File: src/rtl/core/trs_model_matrix_builder_unit_macros.svh
// Assertion helpers for the model matrix builder.
`ifndef TRS_MODEL_MATRIX_BUILDER_UNIT_MACROS_SVH
`define TRS_MODEL_MATRIX_BUILDER_UNIT_MACROS_SVH
`ifndef SYNTHESIS
`define TRS_ASSERT_IMP(lbl, clk, rst_n, ante, cons, msg) \
    lbl: assert property (@(posedge clk) disable iff (!rst_n) (ante) |-> (cons)) else $error(msg);
`define TRS_ASSERT_NXT(lbl, clk, rst_n, ante, cons, msg) \
    lbl: assert property (@(posedge clk) disable iff (!rst_n) (ante) |=> (cons)) else $error(msg);
`else
`define TRS_ASSERT_IMP(lbl, clk, rst_n, ante, cons, msg)
`define TRS_ASSERT_NXT(lbl, clk, rst_n, ante, cons, msg)
`endif
`endif

File: src/rtl/core/trs_mmb_pkg.sv
package trs_mmb_pkg;

    localparam int CORDIC_STAGES_DEF = 16;
    localparam int FRAC_BITS_DEF     = 16;
    localparam int ATAN_ENTRIES      = 30;
    localparam int CW                = 34;   // CORDIC datapath width, Q2.30 plus headroom

    localparam logic signed [CW-1:0] CORDIC_X0 = 34'sd652032874;

    typedef struct packed {
        logic [2:0][CW-1:0] x;
        logic [2:0][CW-1:0] y;
        logic [2:0][CW-1:0] z;
        logic [2:0]         neg;
        logic [2:0][31:0]   pos;
        logic [2:0][31:0]   scale;
    } t_cord;

    typedef logic [22:0] t_frac_tab [45];

    // atan(2^-i) in 2^32-per-turn units
    function automatic logic [31:0] atan_val(input int idx);
        logic [31:0] v;
        unique case (idx)
            0:  v = 32'h20000000;
            1:  v = 32'h12E4051D;
            2:  v = 32'h09FB385B;
            3:  v = 32'h051111D4;
            4:  v = 32'h028B0D43;
            5:  v = 32'h0145D7E1;
            6:  v = 32'h00A2F61E;
            7:  v = 32'h00517C55;
            8:  v = 32'h0028BE53;
            9:  v = 32'h00145F2E;
            10: v = 32'h000A2F98;
            11: v = 32'h000517CC;
            12: v = 32'h00028BE6;
            13: v = 32'h000145F3;
            14: v = 32'h0000A2F9;
            15: v = 32'h0000517C;
            16: v = 32'h000028BE;
            17: v = 32'h0000145F;
            18: v = 32'h00000A2F;
            19: v = 32'h00000517;
            20: v = 32'h0000028B;
            21: v = 32'h00000145;
            22: v = 32'h000000A2;
            23: v = 32'h00000051;
            24: v = 32'h00000028;
            25: v = 32'h00000014;
            26: v = 32'h0000000A;
            27: v = 32'h00000005;
            28: v = 32'h00000002;
            29: v = 32'h00000001;
            default: v = 32'h0;
        endcase
        return v;
    endfunction

    // floor((m * 2^23 + 22) / 45), elaboration only
    function automatic t_frac_tab build_frac_tab();
        t_frac_tab tb;
        logic [63:0] num;
        for (int i = 0; i < 45; i++) begin
            num   = 64'(i) * 64'h800000 + 64'd22;
            tb[i] = 23'(num / 64'd45);
        end
        return tb;
    endfunction

    localparam t_frac_tab FRAC_TAB = build_frac_tab();

    // angle in 1/64 deg -> {negate flag, residual phase in 2^32-per-turn units}
    // phase = floor((a*2^32 + 11520) / 23040) = k*2^23 + floor((m*2^23 + 22)/45), a = 45k+m
    function automatic logic [CW:0] phase_of(input logic [15:0] ang);
        logic signed [16:0] a;
        logic [14:0]        ar;
        logic [25:0]        prod;
        logic [8:0]         k0;
        logic [8:0]         k;
        logic [6:0]         m0;
        logic [5:0]         m;
        logic [31:0]        p;
        logic [31:0]        zz;
        logic               neg;
        a = {ang[15], ang};
        if (a < 0) begin
            a = a + 17'sd23040;
            if (a < 0) begin
                a = a + 17'sd23040;
            end
        end else if (a >= 17'sd23040) begin
            a = a - 17'sd23040;
        end
        ar   = a[14:0];
        prod = 26'(ar) * 26'd1456;     // k0 is k or k-1
        k0   = prod[24:16];
        m0   = 7'(ar - 15'(k0) * 15'd45);
        if (m0 >= 7'd45) begin
            k = k0 + 9'd1;
            m = 6'(m0 - 7'd45);
        end else begin
            k = k0;
            m = m0[5:0];
        end
        p   = {k, FRAC_TAB[m]};
        neg = 1'b0;
        zz  = p;
        if ($signed(p) > 32'sd1073741824 || $signed(p) < -32'sd1073741824) begin
            neg = 1'b1;
            zz  = p ^ 32'h8000_0000;   // move by half a turn
        end
        return {neg, {(CW-32){zz[31]}}, zz};
    endfunction

endpackage

File: src/rtl/core/trs_mmb_phase.sv
module trs_mmb_phase
    import trs_mmb_pkg::*;
(
    input  logic              i_clk,
    input  logic              i_rst_n,
    input  logic              i_vld,
    output logic              o_rdy,
    input  logic [2:0][31:0]  i_pos,
    input  logic [2:0][15:0]  i_angle,
    input  logic [2:0][31:0]  i_scale,
    output logic              o_vld,
    input  logic              i_rdy,
    output t_cord             o_data
);

    logic  r_vld;
    t_cord r_data;
    t_cord n_data;
    logic [CW:0] ph;

    assign o_rdy = !r_vld || i_rdy;

    always_comb begin
        n_data.pos   = i_pos;
        n_data.scale = i_scale;
        ph           = '0;
        for (int l = 0; l < 3; l++) begin
            ph            = phase_of(i_angle[l]);
            n_data.x[l]   = CORDIC_X0;
            n_data.y[l]   = '0;
            n_data.z[l]   = ph[CW-1:0];
            n_data.neg[l] = ph[CW];
        end
    end

    always_ff @(posedge i_clk) begin
        if (!i_rst_n) begin
            r_vld <= 1'b0;
        end else if (o_rdy) begin
            r_vld <= i_vld;
        end
    end

    always_ff @(posedge i_clk) begin
        if (o_rdy && i_vld) begin
            r_data <= n_data;
        end
    end

    assign o_vld  = r_vld;
    assign o_data = r_data;

endmodule

File: config.mk
export PLATFORM = sky130hd
export DESIGN_NAME = trs_mmb_phase
export DESIGN_NICKNAME = d
export VERILOG_FILES = /design/src/rtl/core/trs_model_matrix_builder_unit_macros.svh /design/src/rtl/core/trs_mmb_pkg.sv /design/src/rtl/core/trs_mmb_phase.sv
export SDC_FILE = /design/constraint.sdc
export NUM_CORES = 1
export LEC_CHECK = 0
export BUFFER_PORTS_ARGS = -buffer_cell sky130_fd_sc_hd__clkbuf_2
export CAP_MARGIN = 20
export CORE_AREA = 2 2 291 293
export DETAILED_ROUTE_END_ITERATION = 8
export DIE_AREA = 0 0 293 295
export PLACE_DENSITY = 0.55
export SYNTH_ARGS = -nofsm -noshare
export SYNTH_HDL_FRONTEND = slang
export SYNTH_SLANG_ARGS = --single-unit
File: constraint.sdc
create_clock -name i_clk -period 17.9 [get_ports i_clk]
set_input_delay 2.685 -clock i_clk [delete_from_list [all_inputs] [get_ports i_clk]]
set_output_delay 2.685 -clock i_clk [all_outputs]
set_load 0.005 [all_outputs]
==> run metrics <==
gpl congestion 0.970; min cycle time layout between 15 and 20 ns; CTS tree yes; drc violations 0; Critical Path RT 18.18 ns; Synth Register Bits 274; Setup TNS 0 ns; status finished clean; Pre-antenna DRT Iters 6; Routed WL 79700 µm; vias in the first global route 17951; Hold Crit Class reg -> reg; Longest Clk Path Bufs 3; Post-synth EDFFs 273; gr usage total approximately 17%; CTS buffer count 35; post-synth top area share roughly 33%; Vias/cell between 4 and 5; core area ~83000 µm²; unrepaired setup endpoints after global routing false; Avg WL per Cell 19.6 µm; Clock Pin Slew Worst Setup and Hold Paths 0.06 ns; Final Core Density between 30% and 40%; synthesized cell area 24500 µm²; cell taking the most area after synthesis edfxtp_1; slowest CP cell a21oi_1; worst-path fanout max 12; clk_lat worst skew roughly 0.56 ns; async set-reset flop share out of synthesis 0%; CP Capture Type flop; Critical Path Max Stage Delay approximately 0.8 ns; I/O pin cnt 747; CP arrival about 15 ns; CP Class in -> reg; Post-CTS Resized 0; number of routed nets with antenna violations 0; die area 86400 µm²; initial antenna violation count 12; fin crit share 84.0%; Filler cells 8589; clk root buf clkbuf_16; most used cell, CP inv_1; Fmax ~67 MHz; Rel. slew slack 28.1%; actual slew at the worst max-slew pin 1.07 ns; register area share after synthesis 33.5%; yosys warns 0; Die W approximately 300 µm; 1st-iter DRT viols 1400; post-synthesis cell type count 104; Clock Skew 0.0187 ns; Post-CTS Setup Bufs 0; largest net degree at the start of global routing ~160; Commonest cells post-synth 330 x inv_1, 273 x edfxtp_1, 261 x ha_1; hold buffer count at cts 0; cell count after synthesis 2465; share of cells above drive strength 1 22.1%; count leader, synth inv_1; first-pass GRT wire length 115000 µm; CTS Sinks 274; final hold violations 0; Layout area overhead 16.4%; fin nets 3574; synth top area cells edfxtp_1 33%, ha_1 13%, fa_1 8.6%, buf_4 7.1%, inv_1 5.1%; Die Height about 300 µm; routed via count approximately 19000; I/O Buffers 542; post-route cell area 28500 µm²; row count 106; Max-Cap Viols 0; ys flop type edfxtp_1; initial core utilization 29.5%; Synth Area per Inst 9.95 µm²; Post-DP Area 27500 µm²; GR Overflow Total 0; setup violators final 0; H-tree levels 2; DP HPWL around 66000 µm; startpoint types primary input; Pins Over Slew Limit 0
==> logic make-up after synthesis <==
kind of cell,after synthesis,synth area share [%]
buffers and inverters,630,13.3
and+or+nand+nor,487,9.57
other,2,0.0306
DFF,274,33.5
xor gates and xnor gates,165,6.36
adders and majority gates,366,21.9
muxes,22,0.980
AOI/OAI and AO/OA,519,14.4
==> worst paths after layout <==
kind | slack (ns) | end | cells after the start | start
max | 2.87 | o_data[260] | 44 | i_angle[27]
max reg2reg | 15.52 | o_data[48] | 3 | o_vld
min reg2reg | 0.57 | o_vld | 2 | o_vld
min | 0.57 | o_vld | 2 | o_vld
==> per-stage QoR <==
step	hold WS [ns]	instances	setup slack [ns]
after CTS	0.567	4070	2.96
after global placement	0.558	4007	2.28
after detailed placement	0.556	4007	2.41
after global routing	0.589	4070	1.66
final	0.570	4074	2.87
after floorplan	0.537	2667	4.08
==> registers in the layout, indices dropped and copies added (netlist names) <==
signal and flops:
o_data 273, o_vld 1
==> cell type report <==
cell class / instances / area [µm²] / share of cell area (%)
multi-input cells: 1763 / 13800 / 48.4
clock inverters: 18 / 163 / 0.570
repair buffers: 555 / 2820 / 9.89
diodes: 4 / 10.0 / 0.0351
well taps: 1080 / 1350 / 4.73
flip-flops and latches: 274 / 8220 / 28.8
inverters: 335 / 1260 / 4.41
clock buffers: 45 / 913 / 3.20
==> worst max-delay path: cells and delay by family <==
family | cells | cell delay [ns]
adders and majority gates | 11 | 4.73
AOI/OAI and AO/OA | 13 | 3.58
and+or+nand+nor | 8 | 2.16
buffers and inverters | 9 | 1.25
xor gates and xnor gates | 3 | 0.85
==> layout by cell type (no fill, tap or decap), types with 12 or more instances in the layout <==
cell type,netlist,final
a211oi_1,25,25
a21o_1,21,21
a21oi_1,134,134
a31oi_1,18,18
and2_1,14,13
buf_4,231,12
clkbuf_16,0,35
clkbuf_2,0,542
conb_1,2,204
edfxtp_1,273,273
fa_1,105,105
ha_1,261,261
inv_1,330,330
mux2i_1,15,15
nand2_1,140,140
nand2b_1,19,19
nand3_1,45,45
nand4_1,12,12
nor2_1,138,138
nor2b_1,14,14
nor3_1,39,39
o211ai_1,41,41
o21a_1,14,14
o21ai_0,97,97
o21ai_1,15,15
o22ai_1,16,16
o31ai_1,15,15
xnor2_1,105,105
xor2_1,50,50
==> routing by layer <==
metal	wire, µm	up-vias	GRT usage, %
met5	57	-	0
met4	4620	8	9.49
met3	4650	117	2.76
met2	35900	729	27.3
met1	34500	9172	23.1
li1	-	9176	-
Power is left out: the tool's default activity adds up to more than one toggle a clock period on the data nets, which glitch-free logic cannot reach.
