### src/rtl/core/trs_model_matrix_builder_unit_macros.svh
// Assertion helpers for the model matrix builder.
`ifndef TRS_MODEL_MATRIX_BUILDER_UNIT_MACROS_SVH
`define TRS_MODEL_MATRIX_BUILDER_UNIT_MACROS_SVH
`ifndef SYNTHESIS
`define TRS_ASSERT_IMP(lbl, clk, rst_n, ante, cons, msg) \
    lbl: assert property (@(posedge clk) disable iff (!rst_n) (ante) |-> (cons)) else $error(msg);
`define TRS_ASSERT_NXT(lbl, clk, rst_n, ante, cons, msg) \
    lbl: assert property (@(posedge clk) disable iff (!rst_n) (ante) |=> (cons)) else $error(msg);
`else
`define TRS_ASSERT_IMP(lbl, clk, rst_n, ante, cons, msg)
`define TRS_ASSERT_NXT(lbl, clk, rst_n, ante, cons, msg)
`endif
`endif

### src/rtl/core/trs_mmb_pkg.sv
package trs_mmb_pkg;

    localparam int CORDIC_STAGES_DEF = 16;
    localparam int FRAC_BITS_DEF     = 16;
    localparam int ATAN_ENTRIES      = 30;
    localparam int CW                = 34;   // CORDIC datapath width, Q2.30 plus headroom

    localparam logic signed [CW-1:0] CORDIC_X0 = 34'sd652032874;

    typedef struct packed {
        logic [2:0][CW-1:0] x;
        logic [2:0][CW-1:0] y;
        logic [2:0][CW-1:0] z;
        logic [2:0]         neg;
        logic [2:0][31:0]   pos;
        logic [2:0][31:0]   scale;
    } t_cord;

    typedef logic [22:0] t_frac_tab [45];

    // atan(2^-i) in 2^32-per-turn units
    function automatic logic [31:0] atan_val(input int idx);
        logic [31:0] v;
        unique case (idx)
            0:  v = 32'h20000000;
            1:  v = 32'h12E4051D;
            2:  v = 32'h09FB385B;
            3:  v = 32'h051111D4;
            4:  v = 32'h028B0D43;
            5:  v = 32'h0145D7E1;
            6:  v = 32'h00A2F61E;
            7:  v = 32'h00517C55;
            8:  v = 32'h0028BE53;
            9:  v = 32'h00145F2E;
            10: v = 32'h000A2F98;
            11: v = 32'h000517CC;
            12: v = 32'h00028BE6;
            13: v = 32'h000145F3;
            14: v = 32'h0000A2F9;
            15: v = 32'h0000517C;
            16: v = 32'h000028BE;
            17: v = 32'h0000145F;
            18: v = 32'h00000A2F;
            19: v = 32'h00000517;
            20: v = 32'h0000028B;
            21: v = 32'h00000145;
            22: v = 32'h000000A2;
            23: v = 32'h00000051;
            24: v = 32'h00000028;
            25: v = 32'h00000014;
            26: v = 32'h0000000A;
            27: v = 32'h00000005;
            28: v = 32'h00000002;
            29: v = 32'h00000001;
            default: v = 32'h0;
        endcase
        return v;
    endfunction

    // floor((m * 2^23 + 22) / 45), elaboration only
    function automatic t_frac_tab build_frac_tab();
        t_frac_tab tb;
        logic [63:0] num;
        for (int i = 0; i < 45; i++) begin
            num   = 64'(i) * 64'h800000 + 64'd22;
            tb[i] = 23'(num / 64'd45);
        end
        return tb;
    endfunction

    localparam t_frac_tab FRAC_TAB = build_frac_tab();

    // angle in 1/64 deg -> {negate flag, residual phase in 2^32-per-turn units}
    // phase = floor((a*2^32 + 11520) / 23040) = k*2^23 + floor((m*2^23 + 22)/45), a = 45k+m
    function automatic logic [CW:0] phase_of(input logic [15:0] ang);
        logic signed [16:0] a;
        logic [14:0]        ar;
        logic [25:0]        prod;
        logic [8:0]         k0;
        logic [8:0]         k;
        logic [6:0]         m0;
        logic [5:0]         m;
        logic [31:0]        p;
        logic [31:0]        zz;
        logic               neg;
        a = {ang[15], ang};
        if (a < 0) begin
            a = a + 17'sd23040;
            if (a < 0) begin
                a = a + 17'sd23040;
            end
        end else if (a >= 17'sd23040) begin
            a = a - 17'sd23040;
        end
        ar   = a[14:0];
        prod = 26'(ar) * 26'd1456;     // k0 is k or k-1
        k0   = prod[24:16];
        m0   = 7'(ar - 15'(k0) * 15'd45);
        if (m0 >= 7'd45) begin
            k = k0 + 9'd1;
            m = 6'(m0 - 7'd45);
        end else begin
            k = k0;
            m = m0[5:0];
        end
        p   = {k, FRAC_TAB[m]};
        neg = 1'b0;
        zz  = p;
        if ($signed(p) > 32'sd1073741824 || $signed(p) < -32'sd1073741824) begin
            neg = 1'b1;
            zz  = p ^ 32'h8000_0000;   // move by half a turn
        end
        return {neg, {(CW-32){zz[31]}}, zz};
    endfunction

endpackage

### src/rtl/core/trs_mmb_cordic_cell.sv
module trs_mmb_cordic_cell
    import trs_mmb_pkg::*;
#(
    parameter int IDX = 0
) (
    input  logic  i_clk,
    input  logic  i_rst_n,
    input  logic  i_vld,
    output logic  o_rdy,
    input  t_cord i_data,
    output logic  o_vld,
    input  logic  i_rdy,
    output t_cord o_data
);

    localparam logic signed [CW-1:0] ATAN = $signed({{(CW-32){1'b0}}, atan_val(IDX)});

    logic  r_vld;
    t_cord r_data;
    t_cord n_data;
    logic signed [CW-1:0] xs;
    logic signed [CW-1:0] ys;
    logic signed [CW-1:0] zs;

    assign o_rdy = !r_vld || i_rdy;

    // one micro-rotation on all three lanes
    always_comb begin
        n_data = i_data;
        xs     = '0;
        ys     = '0;
        zs     = '0;
        for (int l = 0; l < 3; l++) begin
            xs = $signed(i_data.x[l]);
            ys = $signed(i_data.y[l]);
            zs = $signed(i_data.z[l]);
            if (!zs[CW-1]) begin
                n_data.x[l] = xs - (ys >>> IDX);
                n_data.y[l] = ys + (xs >>> IDX);
                n_data.z[l] = zs - ATAN;
            end else begin
                n_data.x[l] = xs + (ys >>> IDX);
                n_data.y[l] = ys - (xs >>> IDX);
                n_data.z[l] = zs + ATAN;
            end
        end
    end

    always_ff @(posedge i_clk) begin
        if (!i_rst_n) begin
            r_vld <= 1'b0;
        end else if (o_rdy) begin
            r_vld <= i_vld;
        end
    end

    always_ff @(posedge i_clk) begin
        if (o_rdy && i_vld) begin
            r_data <= n_data;
        end
    end

    assign o_vld  = r_vld;
    assign o_data = r_data;

endmodule

### config.mk
export PLATFORM = sky130hd
export DESIGN_NAME = trs_mmb_cordic_cell
export DESIGN_NICKNAME = d
export VERILOG_FILES = /design/src/rtl/core/trs_model_matrix_builder_unit_macros.svh /design/src/rtl/core/trs_mmb_pkg.sv /design/src/rtl/core/trs_mmb_cordic_cell.sv
export SDC_FILE = /design/constraint.sdc
export NUM_CORES = 1
export LEC_CHECK = 0
export CAP_MARGIN = 0
export CORE_AREA = 2 2 394 396
export DETAILED_ROUTE_END_ITERATION = 12
export DIE_AREA = 0 0 396 398
export DONT_BUFFER_PORTS = 1
export MAX_ROUTING_LAYER = met4
export PLACE_DENSITY = 0.45
export SYNTH_ARGS = -nofsm -noshare
export SYNTH_HDL_FRONTEND = slang
export SYNTH_SLANG_ARGS = --single-unit
### constraint.sdc
create_clock -name i_clk -period 17.3 [get_ports i_clk]
set_input_delay 3.46 -clock i_clk [delete_from_list [all_inputs] [get_ports i_clk]]
set_output_delay 3.46 -clock i_clk [all_outputs]
set_load 0.005 [all_outputs]
==> results of run 1 <==
-- final cells by class --
cell class / count / area [um^2] / share of cell area [%]
Inverter: 326 / 1220 / 3.33
Clock buffer: 68 / 1530 / 4.17
Antenna cell: 51 / 128 / 0.348
Clock inverter: 38 / 394 / 1.07
Tap cell: 2044 / 2560 / 6.97
Timing Repair Buffer: 11 / 95.1 / 0.259
Sequential cell: 499 / 15000 / 40.8
Multi-Input combinational cell: 2231 / 15800 / 43.1
-- state kept, by name (all words and copies together) (netlist names) --
register  flops
o_data      498
o_vld         1
-- kinds of logic after synthesis --
family | after synthesis
flops | 499
xor+xnor | 201
buf+inv | 461
compound gates | 993
simple gates | 682
mux | 37
fa+ha+maj | 318
-- cell usage in the layout (no fill, tap or decap), types with 11 or more instances in the layout --
cell       synthesis  layout
o21bai_1          67      67
a21oi_1          359     359
a211o_1           13      13
edfxtp_1         498     498
o211ai_1          33      33
a31oi_1           23      23
nand2_1          157     157
ha_1             306     306
a21o_1            66      66
fa_1              12      12
nor2b_1           32      32
nand4_1           37      37
o21ai_0          187     187
nand3_1           41      41
diode_2            0      51
nor4_1            21      21
o22ai_1           11      11
nor3_1            52      52
or3_1             16      16
xnor2_1          178     178
o31ai_1           32      32
inv_1            316     316
clkbuf_16          0      60
nor2_1           233     233
and2_1            14      13
a211oi_1          29      29
xor2_1            23      23
o21a_1            25      25
nand2b_1          43      43
clkinv_1           6      12
a2111oi_0         14      14
mux2i_1           37      37
-- power groups by stage --
stage | Clock [mW] | Sequential [mW] | Combinational, mW
floorplan | 0 | 1.59 | 0.524
global placement | 0 | 1.63 | 0.747
detailed placement | 0 | 1.62 | 0.742
CTS | 1.31 | 1.60 | 0.748
global route | 1.34 | 1.60 | 0.820
finish | 1.26 | 1.60 | 0.752
-- worst paths after layout --
kind                                         endpoint  cells after the start
worst min-delay path               o_vld$_SDFFE_PN0N_                      2
worst min register to register     o_vld$_SDFFE_PN0N_                      2
worst max register to register  o_data[489]$_DFFE_PP_                      5
worst max-delay path                            o_rdy                      1
-- routing by layer --
metal / vias up / global-route usage, %
li1: 11500 / -
met1: 12300 / 21.3
met2: 1181 / 27.0
met3: 137 / 5.38
met4: 0 / 4.12
met5: - / -
-- metrics by stage --
stage | hold WS [ps] | util [%] | power (mW)
detailed placement | 894 | 22.6 | 2.37
floorplan | 537 | - | 2.11
global placement | 903 | 22.6 | 2.38
global route | 938 | 23.9 | 3.77
finish | 868 | 23.9 | 3.61
CTS | 903 | 23.9 | 3.66
==> impl_metrics.tcl, run 1 <==
set metrics [dict create \
    status "finished clean" \
    yosysMostFrequentCell "edfxtp_1" \
    finalWeightedCongestion 0.936 \
    yosys-top-cells-area "edfxtp_1 46%, ha_1 12%, a21oi_1 5.5%, xnor2_1 4.8%, inv_1 3.6%" \
    grt_max_degree 129 \
    wl_met3_um 14000 \
    seqPwrFrac_pct 44.2 \
    p_per_area_nw_per_um2 98.4 \
    r2r_setup_slack_ps 12970 \
    p_sw_mw 1.14 \
    nFillCells 16400 \
    wl_met2_um 64700 \
    start_util_pct 21.2 \
    period_minus_slack_ps 7190 \
    tns_ps 0 \
    tritoncts "done" \
    setup_viol 0 \
    io_pins 1008 \
    drc_errors 0 \
    grt_pass1_vias 24100 \
    maxUsedRoutingLayer "met4" \
    hold_path_startpoint "o_vld$_SDFFE_PN0N_" \
    power_frac_clock_pct 35.0 \
    ys_warn_count 0 \
    dp.cells 5111 \
    crit_fanout 3 \
    totalWireLength_um 139000 \
    critPathSlowestCell "nand2b_1" \
    hold_buffers 0 \
    dieArea_um2 158000 \
    cts_resized 0 \
    fp.dieW_um 396 \
    power_frac_comb_pct 20.8 \
    required_ps 13840 \
    grt_pass1_wl_um 190000 \
    fmax_mhz 139 \
    final_nets 3951 \
    maxSlewHeadroom_pct 34.5 \
    wl_per_cell_um 26.5 \
    swShare_pct 31.6 \
    path_buf_inv 0 \
    track_usage_pct 17.2 \
    syn_to_final_growth_pct 12.8 \
    synth.area.mux_share_pct 1.14 \
    insertion_delay_ps 650 \
    synth_top_family_by_area "compound AO/OA/AOI/OAI gates" \
    wl_met1_um 57100 \
    synth_top_area_share_pct 45.9 \
    antenna_found_initial 30 \
    portBuffers 0 \
    dpl-instance-area_um2 34700 \
    synth-adder-area-share_pct 12.5 \
    syn_area_per_cell_um2 10.2 \
    synthSimpleGateAreaFrac_pct 9.97 \
    yosysSeqAreaShare_pct 46.0 \
    drtAntennaViolNets 0 \
    path_class "input pin to primary output" \
    synth.net_count 4014 \
    cts_buffer_depth 3 \
    crit_chain "nand2b_1" \
    r2r_start "o_vld$_SDFFE_PN0N_" \
    synth_xor_area_share_pct 5.41 \
    dr.first_iter.drc_count 2384 \
    post_cts_buffers 0 \
    cts_buffers 59 \
    clock-sinks 499 \
    tightestPinTransition_ps 983 \
    p_int_mw 2.47 \
    rsz0062_at_grt "false" \
    synth_area_leader_cell "edfxtp_1" \
    startpoint "i_rdy" \
    fin_crit_sh_pct 41.6 \
    hold_class "flop to flop" \
    hpwlAfterDp_um 115000 \
    clkSlewWorstSetupHoldPaths_ps 60 \
    crit_arrival_ps 3730 \
    htreeDepth 2 \
    ys_seq_elements 499 \
    drive_above_1_share_pct 4.44 \
    ir_drop_mv 0.0697 \
    fp.dieH_um 398 \
    place_ws_ps 9940 \
    core-area_um2 153000 \
    syn_inst 3191 \
    cts_root_buf "clkbuf_16" \
    grt_overflow 0 \
    yosys-top-cells-count "498 x edfxtp_1, 359 x a21oi_1, 316 x inv_1" \
    clock_skew_ps 23.1 \
    synth_edf_count 498 \
    synth_top_flop_cell "edfxtp_1" \
    final_max_slew_viol_count 0 \
    critPathCaptureType "primary output" \
    cpLargestDelayFamily "simple AND/OR/NAND/NOR gates" \
    avgViaCountPerCell 4.77 \
    vias 25100 \
    ys_types 84 \
    num_rows 144 \
    dr.pass1.iters 6 \
    max_stage_delay_ps 270 \
    layout_setup_ws_ps 10110 \
    hold_viol 0 \
    p_leak_nw 13.9 \
    asyncSetResetFlopFracSynth_pct 0 \
    timing.max_cap.violations 0 \
    synth_compound_area_share_pct 19.5 \
    fin_area_um2 36700 \
    fin_cells 5268 \
    synth_area_um2 32600 \
    critPathLaunchType "input pin" \
]
Note: power is estimated with default switching activity, not from simulation.
==> inputs of run 2 (changes only) <==
==> constraint.sdc (replaced) <==
create_clock -name i_clk -period 7.4 [get_ports i_clk]
set_input_delay 1.48 -clock i_clk [delete_from_list [all_inputs] [get_ports i_clk]]
set_output_delay 1.48 -clock i_clk [all_outputs]
set_load 0.005 [all_outputs]
==> impl_metrics.tcl, run 2 (synthesized netlist as in run 1, its figures left out) <==
set metrics [dict create \
    p_per_area_nw_per_um2 231 \
    portBuffers 0 \
    critPathLaunchType "input pin" \
    clock-sinks 499 \
    num_rows 144 \
    fp.dieH_um 398 \
    grt_pass1_vias 24400 \
    nFillCells 16400 \
    post_cts_buffers 0 \
    totalWireLength_um 137000 \
    wl_per_cell_um 26.2 \
    core-area_um2 153000 \
    dr.first_iter.drc_count 2283 \
    whs_ps 895 \
    avgViaCountPerCell 4.80 \
    track_usage_pct 16.9 \
    power_frac_comb_pct 20.8 \
    cts_buffers 60 \
    hold_viol 0 \
    largest_reg_flops 498 \
    maxSlewHeadroom_pct 37.7 \
    grt_pass1_wl_um 188000 \
    p_total_mw 8.46 \
    min_path_cells 2 \
    hold_buffers 0 \
    drc_errors 0 \
    tns_ps 0 \
    grtUsageMet1_pct 20.5 \
    antenna_found_initial 26 \
    seqPwrFrac_pct 44.1 \
    r2r_start "o_vld$_SDFFE_PN0N_" \
    startpoint "i_data[299]" \
    required_ps 7810 \
    insertion_delay_ps 670 \
    cts_buffer_depth 3 \
    final_common_cell "edfxtp_1" \
    rsz0062_at_grt "false" \
    grt_max_degree 135 \
    syn_to_final_growth_pct 12.6 \
    critPathCaptureType "flop" \
    drive_above_1_share_pct 4.50 \
    tritoncts "done" \
    grt_overflow 0 \
    swShare_pct 31.8 \
    period_minus_slack_ps 4410 \
    p_int_mw 5.77 \
    status "finished clean" \
    drtAntennaViolNets 0 \
    p_leak_nw 13.9 \
    fmax_mhz 227 \
    crit_arrival_ps 4820 \
    hpwlAfterDp_um 112000 \
    crit_fanout 7 \
    dieArea_um2 158000 \
    use_met2_pct 26.9 \
    tightestPinTransition_ps 934 \
    setup_viol 0 \
    vias 25200 \
    most-common-layout-cells "498 x edfxtp_1, 359 x a21oi_1, 316 x inv_1" \
    clkSlewWorstSetupHoldPaths_ps 60 \
    htreeDepth 2 \
    use_met3_pct 5.66 \
    path_class "input pin to flop" \
    fp.dieW_um 396 \
    final_max_slew_viol_count 0 \
    final_nets 3952 \
    reg2reg_depth 3 \
    clock_skew_ps 21.9 \
    cts_root_buf "clkbuf_16" \
    timing.max_cap.violations 0 \
    finalWeightedCongestion 0.952 \
    start_util_pct 21.2 \
    p_sw_mw 2.69 \
    fin_crit_sh_pct 59.6 \
    ir_drop_mv 0.230 \
    io_pins 1008 \
    globalRoute.busiestLayer "met2" \
    power_frac_clock_pct 35.1 \
    hold_class "flop to flop" \
    dr.pass1.iters 5 \
    cts_resized 0 \
    hold_path_startpoint "o_vld$_SDFFE_PN0N_" \
]
-- run 2: cell types whose count changed in the layout (fill, tap and decap cells not counted), sizes merged --
| cell | delta |
|---|---|
| clkinvlp | +1 |
| diode | -28 |
| bufinv | -1 |
| clkinv | +2 |
| clkbuf | +1 |
| inv | +3 |
-- run 2: layout make-up --
type | instances | area [um^2] | share of cell area, %
Antenna cell | 23 | 57.6 | 0.157
Multi-Input combinational cell | 2231 | 15800 | 43.1
Clock inverter | 43 | 387 | 1.05
Inverter | 326 | 1220 | 3.34
Clock buffer | 69 | 1560 | 4.24
Tap cell | 2044 | 2560 | 6.97
Sequential cell | 499 | 15000 | 40.8
Timing Repair Buffer | 11 | 108 | 0.293
-- run 2: per-layer routing --
layer	vias to the layer above	routed length, um
li1	11400	-
met1	12400	57000
met2	1138	64100
met3	163	12700
met4	0	3390
met5	-	0
-- run 2: power by group through the flow --
stage / logic (mW) / registers [mW] / clock network, mW
floorplan: 1.23 / 3.65 / 0
global placement: 1.74 / 3.81 / 0
detailed placement: 1.73 / 3.80 / 0
CTS: 1.74 / 3.75 / 3.07
global route: 1.91 / 3.75 / 3.16
finish: 1.76 / 3.73 / 2.97
-- run 2: path summary, 6_finish.rpt --
kind | endpoint | slack [ps]
worst max-delay path | o_data[429]$_DFFE_PP_ | 2990
worst min-delay path | o_vld$_SDFFE_PN0N_ | 900
worst max register to register | o_data[104]$_DFFE_PP_ | 4700
worst min register to register | o_vld$_SDFFE_PN0N_ | 900
-- run 2: critical path, cell delays in order --
cell and delay (ps):
inv_1 20, ha_1 370, nand2b_1 220, a221oi_2 390
o211ai_1 300, o211a_1 330, o21ai_2 400, a21oi_1 170
o41ai_1 700, a32oi_1 250, xnor2_1 180
-- run 2: through the flow --
stage | util (%) | setup WS [ps] | cell area (um^2) | instances
finish | 23.9 | 2990 | 36700 | 5246
global route | 23.9 | 2820 | 36700 | 5243
CTS | 23.9 | 3080 | 36600 | 5223
detailed placement | 22.6 | 2340 | 34700 | 5111
global placement | 22.6 | 2310 | 34700 | 5111
floorplan | - | 1850 | 32600 | 3191
